===== src/sv/ifp_pkg.sv =====
// Shared constants and controller/datapath link types for the iBus frame parser.
package ifp_pkg;

  localparam int BYTE_W          = 8;
  localparam int IDX_FIELD_W     = 4;
  localparam int VAL_W           = 16;
  localparam int CNT_W           = 5;
  localparam int FRAME_CHANNELS  = 14;
  localparam int PAYLOAD_BYTES   = 2 * FRAME_CHANNELS;
  localparam int NUM_CHANNELS_DEF = 14;

  localparam logic [BYTE_W-1:0] HDR_FIRST  = 8'h20;
  localparam logic [BYTE_W-1:0] HDR_SECOND = 8'h40;
  localparam logic [VAL_W-1:0]  SUM_INIT   = 16'hFFFF;

  typedef struct packed {
    logic start_sum;
    logic sub_sum;
    logic clr_count;
    logic store_byte;
    logic load_ck_lo;
    logic clr_emit;
    logic emit_step;
  } cmd_t;

  typedef struct packed {
    logic hdr_first;
    logic hdr_second;
    logic payload_end;
    logic ck_match;
    logic emit_end;
    logic out_free;
  } sts_t;

endpackage


===== src/sv/ifp_if.sv =====
// Handshake interfaces for the received byte channel and the channel result channel.
interface ifp_in_if import ifp_pkg::*; ();
  logic              valid;
  logic              ready;
  logic [BYTE_W-1:0] rx_byte;

  modport source (output valid, output rx_byte, input ready);
  modport sink   (input valid, input rx_byte, output ready);
endinterface

interface ifp_out_if import ifp_pkg::*; ();
  logic                   valid;
  logic                   ready;
  logic [IDX_FIELD_W-1:0] channel_index;
  logic [VAL_W-1:0]       channel_value;
  logic                   last_channel;

  modport source (output valid, output channel_index, output channel_value,
                  output last_channel, input ready);
  modport sink   (input valid, input channel_index, input channel_value,
                  input last_channel, output ready);
endinterface


===== src/sv/ifp_ctrl.sv =====
// Frame parser state machine that sequences the header, payload, checksum and emit phases.
module ifp_ctrl import ifp_pkg::*; (
  input  logic clk,
  input  logic rst_n,
  input  logic in_valid,
  output logic in_ready,
  input  sts_t sts,
  output cmd_t cmd
);

  localparam logic [2:0] ST_HUNT    = 3'd0;
  localparam logic [2:0] ST_HDR     = 3'd1;
  localparam logic [2:0] ST_PAYLOAD = 3'd2;
  localparam logic [2:0] ST_CK_LO   = 3'd3;
  localparam logic [2:0] ST_CK_HI   = 3'd4;
  localparam logic [2:0] ST_EMIT    = 3'd5;

  logic [2:0] state_r;
  logic [2:0] state_nxt;
  logic       acc;

  assign in_ready = (state_r != ST_EMIT);
  assign acc      = in_valid && in_ready;

  always_comb begin
    state_nxt = state_r;
    cmd       = '0;
    unique case (state_r)
      ST_HUNT: begin
        if (acc && sts.hdr_first) begin
          cmd.start_sum = 1'b1;
          cmd.clr_count = 1'b1;
          state_nxt     = ST_HDR;
        end
      end
      ST_HDR: begin
        if (acc) begin
          cmd.clr_count = 1'b1;
          if (sts.hdr_second) begin
            cmd.sub_sum = 1'b1;
            state_nxt   = ST_PAYLOAD;
          end else begin
            state_nxt = ST_HUNT;
          end
        end
      end
      ST_PAYLOAD: begin
        if (acc) begin
          cmd.store_byte = 1'b1;
          cmd.sub_sum    = 1'b1;
          if (sts.payload_end) begin
            state_nxt = ST_CK_LO;
          end
        end
      end
      ST_CK_LO: begin
        if (acc) begin
          cmd.load_ck_lo = 1'b1;
          state_nxt      = ST_CK_HI;
        end
      end
      ST_CK_HI: begin
        if (acc) begin
          cmd.clr_count = 1'b1;
          if (sts.ck_match) begin
            cmd.clr_emit = 1'b1;
            state_nxt    = ST_EMIT;
          end else begin
            state_nxt = ST_HUNT;
          end
        end
      end
      ST_EMIT: begin
        if (sts.out_free) begin
          cmd.emit_step = 1'b1;
          if (sts.emit_end) begin
            state_nxt = ST_HUNT;
          end
        end
      end
      default: begin
        state_nxt = ST_HUNT;
      end
    endcase
  end

  always_ff @(posedge clk) begin
    if (!rst_n) begin
      state_r <= ST_HUNT;
    end else begin
      state_r <= state_nxt;
    end
  end

  a_emit_holds: assert property (@(posedge clk) disable iff (!rst_n)
    (state_r == ST_EMIT && !(sts.emit_end && sts.out_free)) |=> state_r == ST_EMIT)
    else $error("emit sequence left before the final channel");

  a_match_enters_emit: assert property (@(posedge clk) disable iff (!rst_n)
    (state_r == ST_CK_HI && acc && sts.ck_match) |=> state_r == ST_EMIT)
    else $error("matching checksum did not start the emit sequence");

endmodule


===== src/sv/ifp_dp.sv =====
// Datapath with byte counter, running checksum, channel store and registered result stage.
module ifp_dp import ifp_pkg::*; #(
  parameter int NUM_CHANNELS = NUM_CHANNELS_DEF
) (
  input  logic                   clk,
  input  logic                   rst_n,
  input  logic [BYTE_W-1:0]      rx_byte,
  input  cmd_t                   cmd,
  output sts_t                   sts,
  input  logic                   out_ready,
  output logic                   out_valid,
  output logic [IDX_FIELD_W-1:0] out_channel_index,
  output logic [VAL_W-1:0]       out_channel_value,
  output logic                   out_last_channel
);

  localparam int IDX_W = (NUM_CHANNELS > 1) ? $clog2(NUM_CHANNELS) : 1;
  localparam logic [IDX_W-1:0] LAST_IDX = IDX_W'(NUM_CHANNELS - 1);

  logic [CNT_W-1:0]       byte_count_r;
  logic [VAL_W-1:0]       running_sum_r;
  logic [BYTE_W-1:0]      ck_lo_r;
  logic [IDX_W-1:0]       emit_idx_r;
  logic                   out_valid_r;
  logic [IDX_FIELD_W-1:0] out_idx_r;
  logic [VAL_W-1:0]       out_val_r;
  logic                   out_last_r;
  logic [VAL_W-1:0]       store_r [NUM_CHANNELS];
  logic [3:0]             wr_ch;
  logic [IDX_W-1:0]       wr_idx;

  assign wr_ch  = byte_count_r[CNT_W-1:1];
  assign wr_idx = wr_ch[IDX_W-1:0];

  assign sts.hdr_first   = (rx_byte == HDR_FIRST);
  assign sts.hdr_second  = (rx_byte == HDR_SECOND);
  assign sts.payload_end = (byte_count_r == CNT_W'(PAYLOAD_BYTES - 1));
  assign sts.ck_match    = ({rx_byte, ck_lo_r} == running_sum_r);
  assign sts.emit_end    = (emit_idx_r == LAST_IDX);
  assign sts.out_free    = !out_valid_r || out_ready;

  always_ff @(posedge clk) begin
    if (!rst_n) begin
      byte_count_r  <= '0;
      running_sum_r <= SUM_INIT;
      ck_lo_r       <= '0;
      emit_idx_r    <= '0;
      out_valid_r   <= 1'b0;
    end else begin
      if (cmd.start_sum) begin
        running_sum_r <= SUM_INIT - VAL_W'(rx_byte);
      end else if (cmd.sub_sum) begin
        running_sum_r <= running_sum_r - VAL_W'(rx_byte);
      end
      if (cmd.clr_count) begin
        byte_count_r <= '0;
      end else if (cmd.store_byte) begin
        byte_count_r <= byte_count_r + CNT_W'(1);
      end
      if (cmd.load_ck_lo) begin
        ck_lo_r <= rx_byte;
      end
      if (cmd.clr_emit) begin
        emit_idx_r <= '0;
      end else if (cmd.emit_step) begin
        emit_idx_r <= emit_idx_r + IDX_W'(1);
      end
      if (cmd.emit_step) begin
        out_valid_r <= 1'b1;
      end else if (out_ready) begin
        out_valid_r <= 1'b0;
      end
    end
  end

  always_ff @(posedge clk) begin
    if (cmd.store_byte && (wr_ch < 4'(NUM_CHANNELS))) begin
      if (!byte_count_r[0]) begin
        store_r[wr_idx] <= {8'h00, rx_byte};
      end else begin
        store_r[wr_idx][VAL_W-1:BYTE_W] <= rx_byte;
      end
    end
    if (cmd.emit_step) begin
      out_idx_r  <= IDX_FIELD_W'(emit_idx_r);
      out_val_r  <= store_r[emit_idx_r];
      out_last_r <= sts.emit_end;
    end
  end

  assign out_valid         = out_valid_r;
  assign out_channel_index = out_idx_r;
  assign out_channel_value = out_val_r;
  assign out_last_channel  = out_last_r;

  a_idx_in_range: assert property (@(posedge clk) disable iff (!rst_n)
    out_valid_r |-> (out_idx_r < IDX_FIELD_W'(NUM_CHANNELS)))
    else $error("channel index beyond the configured channel count");

  a_last_on_final: assert property (@(posedge clk) disable iff (!rst_n)
    out_valid_r |-> (out_last_r == (out_idx_r == IDX_FIELD_W'(NUM_CHANNELS - 1))))
    else $error("last mark disagrees with the channel index");

endmodule


===== src/sv/ibus_frame_parser.sv =====
// Top level of the iBus frame parser: controller, datapath and channel hookup.
//
//   Channel  Direction  Payload                                       Moves per request
//   in_ch    sink       rx_byte[7:0]                                  one received byte
//   out_ch   source     channel_index[3:0], channel_value[15:0], last  one channel result
//
// in_ch is ready in every state but the emit run. A good frame's final byte
// starts an emit run of NUM_CHANNELS results, one per cycle while out_ch is
// free, from the channel store through the output register; in_ch is held off
// until the last one is loaded. Synchronous active-low reset returns to header
// hunting, presets the running checksum to SUM_INIT and clears the counters and
// out_valid; the channel store is not reset. A stalled out_ch pauses the run.
module ibus_frame_parser import ifp_pkg::*; #(
  parameter int NUM_CHANNELS = NUM_CHANNELS_DEF
) (
  input logic        clk,
  input logic        rst_n,
  ifp_in_if.sink     in_ch,
  ifp_out_if.source  out_ch
);

  cmd_t cmd;
  sts_t sts;
  logic in_ready;

  ifp_ctrl u_ctrl (
    .clk      (clk),
    .rst_n    (rst_n),
    .in_valid (in_ch.valid),
    .in_ready (in_ready),
    .sts      (sts),
    .cmd      (cmd)
  );

  ifp_dp #(
    .NUM_CHANNELS (NUM_CHANNELS)
  ) u_dp (
    .clk               (clk),
    .rst_n             (rst_n),
    .rx_byte           (in_ch.rx_byte),
    .cmd               (cmd),
    .sts               (sts),
    .out_ready         (out_ch.ready),
    .out_valid         (out_ch.valid),
    .out_channel_index (out_ch.channel_index),
    .out_channel_value (out_ch.channel_value),
    .out_last_channel  (out_ch.last_channel)
  );

  assign in_ch.ready = in_ready;

endmodule


===== src/flat_wrapper.sv =====
// flat-port wrapper written by rule: the top's interface ports become plain ports
module ibus_frame_parser_flat import ifp_pkg::*;
#(
  parameter int NUM_CHANNELS = NUM_CHANNELS_DEF
)
  (clk, rst_n, in_ch_valid, in_ch_rx_byte, in_ch_ready, out_ch_valid, out_ch_channel_index, out_ch_channel_value, out_ch_last_channel, out_ch_ready);
  ifp_in_if in_ch_i ();
  ifp_out_if out_ch_i ();
  input logic clk;
  input logic rst_n;
  input wire logic [$bits(in_ch_i.valid)-1:0] in_ch_valid;
  input wire logic [$bits(in_ch_i.rx_byte)-1:0] in_ch_rx_byte;
  output wire logic [$bits(in_ch_i.ready)-1:0] in_ch_ready;
  output wire logic [$bits(out_ch_i.valid)-1:0] out_ch_valid;
  output wire logic [$bits(out_ch_i.channel_index)-1:0] out_ch_channel_index;
  output wire logic [$bits(out_ch_i.channel_value)-1:0] out_ch_channel_value;
  output wire logic [$bits(out_ch_i.last_channel)-1:0] out_ch_last_channel;
  input wire logic [$bits(out_ch_i.ready)-1:0] out_ch_ready;
  assign in_ch_i.valid = in_ch_valid;
  assign in_ch_i.rx_byte = in_ch_rx_byte;
  assign in_ch_ready = in_ch_i.ready;
  assign out_ch_valid = out_ch_i.valid;
  assign out_ch_channel_index = out_ch_i.channel_index;
  assign out_ch_channel_value = out_ch_i.channel_value;
  assign out_ch_last_channel = out_ch_i.last_channel;
  assign out_ch_i.ready = out_ch_ready;
  ibus_frame_parser #(.NUM_CHANNELS(NUM_CHANNELS)) u_core (.clk(clk), .rst_n(rst_n), .in_ch(in_ch_i), .out_ch(out_ch_i));
endmodule

===== config.mk =====
export PLATFORM = sky130hd
export DESIGN_NAME = ibus_frame_parser_flat
export DESIGN_NICKNAME = d
export VERILOG_FILES = /design/src/sv/ifp_pkg.sv /design/src/sv/ifp_if.sv /design/src/sv/ifp_ctrl.sv /design/src/sv/ifp_dp.sv /design/src/sv/ibus_frame_parser.sv /design/src/flat_wrapper.sv
export SDC_FILE = /design/constraint.sdc
export NUM_CORES = 1
export LEC_CHECK = 0
export ABC_AREA = 1
export BUFFER_PORTS_ARGS = -buffer_cell sky130_fd_sc_hd__buf_2
export CAP_MARGIN = 20
export CORE_MARGIN = 1.5
export CORE_UTILIZATION = 55
export CTS_BUF_LIST = sky130_fd_sc_hd__clkbuf_4
export DETAILED_ROUTE_END_ITERATION = 8
export PLACE_DENSITY_LB_ADDON = 0.25
export SYNTH_ARGS = -nofsm -noshare
export SYNTH_HDL_FRONTEND = slang
export SYNTH_HIERARCHICAL = 1
export SYNTH_SLANG_ARGS = --single-unit

===== constraint.sdc =====
create_clock -name clk -period 4.77 [get_ports clk]
set_clock_uncertainty 0.1 [all_clocks]
set_input_delay 0.477 -clock clk [delete_from_list [all_inputs] [get_ports clk]]
set_output_delay 0.477 -clock clk [all_outputs]
set_load 0.01 [all_outputs]

==> results of run 1 <==
## cells in the mapped netlist
cell      instances  area [µm²]
edfxtp_1        245        7360
nor2_1          204         766
nand2_1         149         559
o21ai_0         120         601
inv_1            63         236
nand3_1          43         215
dfxtp_1          37         741
a21oi_1          29         145
buf_2            27         135
o211ai_1         20         150
o21ai_1          20         100
nor3_1           18        90.1
o22ai_1          17         106
o221ai_1         15         131
nand4_1          13        81.3
ha_1             11         138
buf_6             9         101
buf_4             7        52.6
clkbuf_1          6        22.5
inv_2             6        22.5
xor2_1            6        52.6
nor2_2            5        31.3
nor4_1            5        31.3
a221oi_1          4        35.0
xnor2_1           4        35.0
clkinv_1          3        11.3
nand3_2           3        30.0
clkbuf_2          2        10.0
nand3_4           2        35.0
or2_2             2        12.5
a211oi_1          1        7.51
a21boi_1          1        7.51
a31oi_1           1        6.26
buf_1             1        3.75
fa_1              1        20.0
nand2_2           1        6.26
nand2_4           1        11.3
nand3b_1          1        7.51
nor3b_1           1        7.51
o21bai_1          1        7.51
## cells in the final DEF (no fill, tap or decap), drive strengths merged
cell type    count
a211oi           1
a21boi           1
a21oi           29
a221oi           4
a31oi            1
buf             53
clkbuf         115
clkinv          14
clkinvlp         2
dfxtp           37
diode            1
dlygate4sd3      2
edfxtp         245
fa               1
ha              11
inv             70
nand2          151
nand3           48
nand3b           1
nand4           13
nor2           209
nor3            18
nor3b            1
nor4             5
o211ai          20
o21ai          140
o21bai           1
o221ai          15
o22ai           17
or2              2
xnor2            4
xor2             6
## worst max-delay path by stage
stage                              start                               end  depth (start not counted)
3_3_place_gp            in_ch_rx_byte[2]     u_core/u_dp/running_sum_r[15]                         14
6_report       u_core/u_dp/emit_idx_r[0]  u_core/u_dp/out_channel_value[4]                          8
4_1_cts        u_core/u_dp/emit_idx_r[0]  u_core/u_dp/out_channel_value[4]                          8
5_1_grt        u_core/u_dp/emit_idx_r[0]  u_core/u_dp/out_channel_value[4]                          8
2_1_floorplan   u_core/u_ctrl/state_r[0]         u_core/u_dp/emit_idx_r[3]                          6
3_5_place_dp            in_ch_rx_byte[2]     u_core/u_dp/running_sum_r[15]                         14
## routing by layer
layer  part of all wire [%]  track usage (%)  vias to the layer above  wire length (µm)
met5                      0                0                        -                 0
met4                    2.5             10.8                        0               719
met3                    7.4             5.96                       61              2120
met2                     48             41.1                      374             13800
met1                     42             34.4                     4146             12100
li1                       -                -                     4118                 -
## critical path, delay by kind of cell (launching register included)
kind	cells	cell delay, ns
buffers and inverters	2	1.40
flip-flops	1	0.67
AO/OA/AOI/OAI	2	0.31
AND/OR/NAND/NOR	4	0.29
## area by class of cell
cell class | count | area (µm²)
inverters | 72 | 272
fillers | 1721 | 8250
diodes | 1 | 2.50
flip-flops and latches | 282 | 8100
clock inverters | 14 | 61.3
clock buffers | 115 | 863
repair buffers | 55 | 344
well taps | 280 | 350
multi-input cells | 699 | 3440
## cell families after synthesis
logic type	Yosys count
AOI/OAI and AO/OA	229
xor gates and xnor gates	10
adders and majority gates	12
buffers and inverters	124
DFF	282
and+or+nand+nor	448
## registers in the layout, summed over array words and instances, names as in the netlist
signal                         count
u_core/u_dp/running_sum_r         16
u_core/u_ctrl/state_r              3
u_core/u_dp/byte_count_r           5
u_core/u_dp/out_valid              1
u_core/u_dp/ck_lo_r                8
u_core/u_dp/emit_idx_r             4
u_core/u_dp/out_channel_value     16
u_core/u_dp/out_last_channel       1
u_core/u_dp/out_channel_index      4
u_core/u_dp/store_r              224
## stage by stage
step	util (%)	power, µW
2_1_floorplan	-	3350
3_3_place_gp	57.4	3500
3_5_place_dp	57.5	3510
4_1_cts	61.9	5550
5_1_grt	61.9	5770
6_report	61.9	5500
## report_power, final
group / switching [µW] / leakage (µW) / internal, µW
Sequential: 60.2 / 0.00231 / 2730
Combinational: 463 / 0.00187 / 215
Clock: 943 / 0.000556 / 1090
Total: 1470 / 0.00473 / 4040
==> reports/metrics.cfg, run 1 <==
[pwr]
peakVddDrop_uv = 177
cellPowerDensity_nw_per_um2 = 410
leakage_uw = 0.00473

[flow_run]
max_cap_viol_count = 0

[setup_path]
cp-start-kind = flip-flop
required_ns = 5.08
crit_chain = clkinv_2 > buf_4 > o21ai_0 > o22ai_1 > nand2_1 > nand2_1 > nand2_1 > nand2_1
r2r_end = u_core/u_dp/out_channel_value[4]
r2r_start = u_core/u_dp/emit_idx_r[0]
max_stage_delay_ns = 0.83
end_kind = flip-flop
crit_path_max_fanout = 62
crit_type = flip-flop to flip-flop
arrival_ns = 3.39
cp_common_cell = nand2_1
worst-r2r-setup-slack_ns = 1.69
crit_path_top_delay_cell = clkinv_2
rr_worst_depth = 8

[drt]
drt-total-wl_um = 28800
vias = 8699
drtPass1Iterations = 5
remaining_drc_errors = 0
routedWlPerCell_um = 18.9
detail_route.iter0.violations = 863
postRouteAntennaNets = 0
via_per_inst = 5.73

[sta]
max_freq_mhz = 325
rsz0062_at_grt = false
hold_violations = 0
worst_pin_slew_ns = 1.07
hold_ws_ns = 0.106
timing.setup.tns_ns = 0
finalSetupViolCount = 0
layout_setup_ws_ns = 1.69
fin_crit_ns = 3.08
relSlewSlack_pct = 28.3
fin_crit_sh_pct = 64.5
maxSlewViolCount = 0

[placed_design]
port_buffers = 34
place_area_um2 = 12500
place_congestion = 0.934
place_ws_ns = 1.55
dp_cells = 1385
dpl.hpwl_um = 17200

[synth]
yosys.cell_types.count = 40
syn_area_um2 = 12100
ys_ff_latch = 282
synth_nets = 1129
netlist_instances = 1105
synth-xor-area-share_pct = 0.723
postSynthAreaPerCell_um2 = 11.0
yosys.area_share.simple_pct = 15.5
yosys_warnings = 6
synth-adder-area-share_pct = 1.30
synth_compound_area_share_pct = 10.7
ys_seq_area_share_pct = 66.8
synth_top_family_by_area = simple AND/OR/NAND/NOR gates
muxShareOfSynthArea_pct = 0

[cts]
cts_setup_buffers = 0
clock-root-buffer = clkbuf_4
clock_sinks = 282
cts_made_buffers = 74
clk_latency_ns = 0.68
clk_pin_slew_worst_paths_ns = 0.07
cts-htree-levels = 3
ctsResizeCount = 0
clock_path_buffers = 3
cts_tree = built
hold_buffers = 2

[floorplanning]
initial_core_util_pct = 55.9
die-width_um = 151
die_area_um2 = 22900
ios = 35
core_area_um2 = 21700
dieHeight_um = 151
core.rowCount = 54

[worst_hold_path]
hold_depth = 1
hold_start = in_ch_rx_byte[4]
hold_class = primary input to flip-flop
hold_path_end = u_core/u_dp/store_r[1][4]

[grt]
grt_max_degree = 65
antenna_found_initial = 1
overflow = 0
grt_pass1_wl_um = 44100
grt_pass1_vias = 8256
grt_use_total_pct = 25.9

[layout]
fin_nets = 1208
fin_cells = 1518
area_growth_pct = 10.8
final_area_um2 = 13400
drive_gt1_share_pct = 16.0

[run_status]
outcome = finished clean

Note: power is estimated with default switching activity, not from simulation.
==> run 2: changes to the inputs <==
==> constraint.sdc (replaced) <==
create_clock -name clk -period 3.2 [get_ports clk]
set_clock_uncertainty 0.1 [all_clocks]
set_input_delay 0.32 -clock clk [delete_from_list [all_inputs] [get_ports clk]]
set_output_delay 0.32 -clock clk [all_outputs]
set_load 0.01 [all_outputs]
==> run 2 against run 1 <==
Net effect:
- power increased by 52%
- via count grew 1.2%
- register-to-register slack lost 0.87 ns
- critical path depth rose by 6
- clock power is 57% higher
- sequential cell count did not move
- die area unchanged
- worst hold slack worse by 0.016 ns
- design area is 2.3% higher
- wire length up 0.65%
- global-route usage grew 0.056 points
- critical endpoint is now u_core/u_dp/running_sum_r[15]
- largest cell class unchanged
==> reports/metrics.cfg, run 2 (synthesis results as in run 1) <==
[setup_path]
cp-start-kind = primary input
required_ns = 3.59  ; -1.49 ns
r2r_start = u_core/u_ctrl/state_r[0]
crit_path_start = in_ch_rx_byte[1]
end_kind = flip-flop
crit_type = primary input to flip-flop
crit_path_top_delay_cell = dlygate4sd3_1
arrival_ns = 3.16  ; -0.23 ns
crit_chain = dlygate4sd3_1 > buf_2 > inv_1 > nand4_1 > nor4_1 > nand3_4 > nor2_1 > nor2_2 > inv_1 > nand4_1 > nor3_1 > nand2_1 > nand2_1 > nand3_1
max_stage_delay_ns = 0.53  ; -0.30 ns
crit_path_max_fanout = 17  ; -73%

[pwr]
leakage_uw = 0.00491  ; +3.8%
cellPowerDensity_nw_per_um2 = 611  ; +49%
peakVddDrop_uv = 262  ; +48%

[placed_design]
dp_cells = 1412  ; +1.9%
place_ws_ns = 0.394  ; -1.16 ns
port_buffers = 34  ; unchanged
dpl.hpwl_um = 17400  ; +1.5%
place_congestion = 0.890  ; -4.6%

[grt]
overflow = 0  ; unchanged
grt_pass1_wl_um = 44200  ; +0.25%
grt_max_degree = 118  ; +82%
antenna_found_initial = 1  ; unchanged
grt_pass1_vias = 8196  ; -0.73%
grt_use_total_pct = 25.9  ; +0.056 points

[sta]
timing.setup.tns_ns = 0  ; unchanged
maxSlewViolCount = 0  ; unchanged
relSlewSlack_pct = 40.6  ; +12 points
layout_setup_ws_ns = 0.420  ; -1.27 ns
rsz0062_at_grt = false
hold_violations = 0  ; unchanged
max_freq_mhz = 360
fin_crit_ns = 2.78
finalSetupViolCount = 0  ; unchanged
fin_crit_sh_pct = 86.9
worst_pin_slew_ns = 0.887  ; -0.182 ns

[drt]
vias = 8804  ; +1.2%
detail_route.iter0.violations = 1068  ; +24%
remaining_drc_errors = 0  ; unchanged
via_per_inst = 5.68  ; -0.88%
postRouteAntennaNets = 0  ; unchanged
routedWlPerCell_um = 18.7  ; -1.4%
drtPass1Iterations = 7  ; +2
drt-total-wl_um = 28900  ; +0.65%

[layout]
drive_gt1_share_pct = 16.8  ; +0.78 points
final_util_pct = 63.3  ; +1.4 points
fin_cells = 1550  ; +2.1%
area_growth_pct = 13.4
largest_reg_flops = 224  ; unchanged
final_cell_mix = edfxtp_1, nor2_1, nand2_1
fin_nets = 1238  ; +2.5%
largest_register = u_core/u_dp/store_r
final_common_cell = edfxtp_1
n_fill_cell = 1710  ; -0.64%

[cts]
cts_tree = built
clk_pin_slew_worst_paths_ns = 0.06  ; about the same
clock_path_buffers = 3  ; unchanged
clk_latency_ns = 0.66  ; -0.02 ns
cts-htree-levels = 3  ; unchanged
ctsResizeCount = 0  ; unchanged
cts_setup_buffers = 0  ; unchanged
cts_made_buffers = 71  ; -4.1%
clock_sinks = 282  ; unchanged
clock-root-buffer = clkbuf_4
hold_buffers = 9  ; +7

[floorplanning]
die-width_um = 151  ; unchanged
die_area_um2 = 22900  ; unchanged
core.rowCount = 54  ; unchanged
dieHeight_um = 151  ; unchanged
core_area_um2 = 21700  ; unchanged
initial_core_util_pct = 55.9  ; unchanged
ios = 35  ; unchanged

[worst_hold_path]
hold_class = primary input to flip-flop
hold_start = in_ch_rx_byte[5]

[run_status]
outcome = finished clean

[flow_run]
max_cap_viol_count = 0  ; unchanged

==> run 2: cell types whose count changed in the layout (fill, tap and decap cells not counted), moves of 3 or more <==
cell	change
buf_4	+28
bufinv_16	+4
clkinv_1	+8
dlygate4sd3_1	+7
clkbuf_4	-14
buf_6	-3
==> run 2: through the flow <==
step	hold WS [ns]	power (µW)	area [µm²]
3_3_place_gp	0.377	5230	12700
4_1_cts	0.0343	8450	13700
5_1_grt	0.0571	8770	13700
2_1_floorplan	0.303	4990	12100
6_report	0.0899	8390	13700
3_5_place_dp	0.378	5250	12700
==> run 2: routing by layer <==
metal	track usage [%]	wire length, µm
met5	0	0
met4	9.56	634
met3	5.15	2690
met2	38.8	13300
met1	37.7	12400
==> run 2: report_power, final <==
| group | internal (µW) | total [µW] | switching [µW] | leakage, µW |
|---|---|---|---|---|
| combinational | 340 | 1030 | 687 | 0.00203 |
| sequential | 4070 | 4160 | 92.6 | 0.00231 |
| clock | 1790 | 3200 | 1410 | 0.000568 |
==> run 2: area by class of cell <==
class	count	area (µm²)	area share, %
inverter	72	272	1.98
antenna	1	2.50	0.0182
multi-input combinational	699	3430	25.0
timing repair buffer	88	611	4.44
clock inverter	27	214	1.56
tap	280	350	2.55
sequential	282	8100	59.0
clock buffer	101	758	5.52
==> run 2: worst max-delay path, delay by kind of cell <==
family	cells	cell delay, ns
buffers and inverters	4	1.28
AND/OR/NAND/NOR	10	1.57
==> run 2: final timing paths <==
path	end	slack [ns]	cells after the start
max	u_core/u_dp/running_sum_r[15]	0.42	14
min	u_core/u_dp/ck_lo_r[5]	0.09	3
max reg2reg	u_core/u_dp/running_sum_r[15]	0.82	11
min reg2reg	u_core/u_dp/running_sum_r[12]	0.39	2
==> run 3: changes to the inputs <==
--- a/config.mk
+++ b/config.mk
@@ -12,6 +12,7 @@
 export CORE_UTILIZATION = 55
 export CTS_BUF_LIST = sky130_fd_sc_hd__clkbuf_4
 export DETAILED_ROUTE_END_ITERATION = 8
+export GPL_TIMING_DRIVEN = 0
 export PLACE_DENSITY_LB_ADDON = 0.25
 export SYNTH_ARGS = -nofsm -noshare
 export SYNTH_HDL_FRONTEND = slang
==> run 3 against run 2 <==
Net effect:
- via count rose by 3.4%
- critical endpoint is now u_core/u_dp/store_r[2][7]
- clock power decreased by 12%
- highest routed layer unchanged
- critical path depth is 7 lower
- wire length grew 11%
- largest power group unchanged
- critical path type is now flip-flop to flip-flop
- sequential share of layout area up 0.19 points
- die area unchanged
- sequential power barely moved
- combinational power up 13%
- largest cell class unchanged
- global-route usage rose by 2.6 points
==> reports/metrics.cfg, run 3 (synthesis results as in run 1) <==
[run_status]
outcome = finished clean

[floorplanning]
core_area_um2 = 21700  ; unchanged
ios = 35  ; unchanged
die-width_um = 151  ; unchanged
dieHeight_um = 151  ; unchanged
die_area_um2 = 22900  ; unchanged
core.rowCount = 54  ; unchanged
initial_core_util_pct = 55.9  ; unchanged

[setup_path]
arrival_ns = 3.11  ; -0.05 ns
required_ns = 3.46  ; -0.13 ns
end_kind = flip-flop
crit_path_max_fanout = 10  ; -7
cp-start-kind = flip-flop
crit_type = flip-flop to flip-flop
worst-r2r-setup-slack_ns = 0.35  ; -0.47 ns

[cts]
clk_latency_ns = 0.65  ; about the same
cts_made_buffers = 72  ; +1.4%
clk_pin_slew_worst_paths_ns = 0.06  ; about the same
cts_tree = built
clock_path_buffers = 3  ; unchanged
clock_sinks = 282  ; unchanged
cts-htree-levels = 3  ; unchanged
ctsResizeCount = 0  ; unchanged
clock-root-buffer = clkbuf_4
cts_setup_buffers = 0  ; unchanged
hold_buffers = 10  ; +1

[sta]
max_freq_mhz = 351  ; -2.4%
rsz0062_at_grt = false
fin_crit_sh_pct = 89.0  ; +2.1 points
relSlewSlack_pct = 27.6  ; -13 points
finalSetupViolCount = 0  ; unchanged
timing.setup.tns_ns = 0  ; unchanged
hold_violations = 0  ; unchanged
worst_pin_slew_ns = 1.08  ; +0.195 ns
fin_crit_ns = 2.85  ; +0.0678 ns
maxSlewViolCount = 0  ; unchanged

[pwr]
peakVddDrop_uv = 292  ; +11%
leakage_uw = 0.00490  ; -0.20%
cellPowerDensity_nw_per_um2 = 592  ; -3.1%

[flow_run]
max_cap_viol_count = 0  ; unchanged

[drt]
drtPass1Iterations = 6  ; -1
detail_route.iter0.violations = 1026  ; -3.9%
remaining_drc_errors = 0  ; unchanged
via_per_inst = 5.82  ; +2.4%
drt-total-wl_um = 32300  ; +11%
routedWlPerCell_um = 20.6  ; +10%
vias = 9103  ; +3.4%
postRouteAntennaNets = 0  ; unchanged

[grt]
overflow = 0  ; unchanged
antenna_found_initial = 0  ; -1
grt_use_total_pct = 28.5  ; +2.6 points
grt_pass1_vias = 8371  ; +2.1%
grt_pass1_wl_um = 47200  ; +6.8%
grt_max_degree = 19  ; -84%

[placed_design]
place_congestion = 0.873  ; -2.0%
dp_cells = 1426  ; +0.99%
port_buffers = 34  ; unchanged
dpl.hpwl_um = 21500  ; +23%
place_area_um2 = 12700  ; +0.17%

[layout]
largest_register = u_core/u_dp/store_r
n_fill_cell = 1744  ; +2.0%
largest_reg_flops = 224  ; unchanged
area_growth_pct = 12.9
final_common_cell = edfxtp_1
final_util_pct = 63.1  ; -0.24 points
fin_cells = 1565  ; +0.97%
drive_gt1_share_pct = 17.1  ; +0.27 points
fin_nets = 1260  ; +1.8%
final_cell_mix = edfxtp_1, nor2_1, nand2_1
final_area_um2 = 13700  ; -0.38%

[worst_hold_path]
hold_class = primary input to flip-flop

run 3: final timing paths:
kind | from | to | depth (start not counted)
setup / recovery | u_core/u_ctrl/state_r[0] | u_core/u_dp/store_r[2][7] | 7
hold / removal | in_ch_valid | u_core/u_ctrl/state_r[1] | 5
setup reg to reg | u_core/u_ctrl/state_r[0] | u_core/u_dp/store_r[2][7] | 7
hold reg to reg | u_core/u_dp/running_sum_r[11] | u_core/u_dp/running_sum_r[11] | 2
run 3: cell type report:
class / instances / area [µm²] / share of cell area [%]
plain buffers: 52 / 325 / 2.38
inverters: 72 / 270 / 1.97
clock inverters: 23 / 95.1 / 0.695
clock buffers: 99 / 743 / 5.43
flip-flops and latches: 282 / 8100 / 59.2
repair buffers: 57 / 373 / 2.72
diodes: 1 / 2.50 / 0.0183
well taps: 280 / 350 / 2.56
multi-input cells: 699 / 3430 / 25.1
run 3: metal layers:
metal / GRT usage [%] / vias to the layer above / routed length (µm)
met3: 6.38 / 57 / 2860
met2: 46.7 / 450 / 15700
met5: 0 / - / 0
met4: 10.3 / 0 / 773
li1: - / 4210 / -
met1: 37.3 / 4386 / 12900
run 3: stage by stage:
| step | hold slack, ns | power (µW) | worst slack, ns |
|---|---|---|---|
| 6_report | 0.0753 | 8100 | 0.353 |
| 5_1_grt | 0.0665 | 8480 | 0.179 |
| 4_1_cts | 0.0399 | 8140 | 0.422 |
| 3_5_place_dp | 0.363 | 5340 | 0.336 |
| 3_3_place_gp | 0.335 | 5310 | -0.110 |
| 2_1_floorplan | 0.303 | 4990 | 0.728 |
run 3: where the power goes:
group | internal (µW) | total [µW] | switching (µW) | leakage (µW)
logic | 375 | 1160 | 781 | 0.00209
clock network | 1430 | 2810 | 1380 | 0.000502
registers | 4070 | 4140 | 71.9 | 0.00231
run 3: worst max-delay path: stages, from the launching register on:
cell and delay, ns:
dfxtp_1 0.39, nor2_1 0.16, nand2_1 0.10, nor2_1 0.19, buf_2 0.25, nand3_1 0.29
nor3_1 0.80, buf_4 0.29
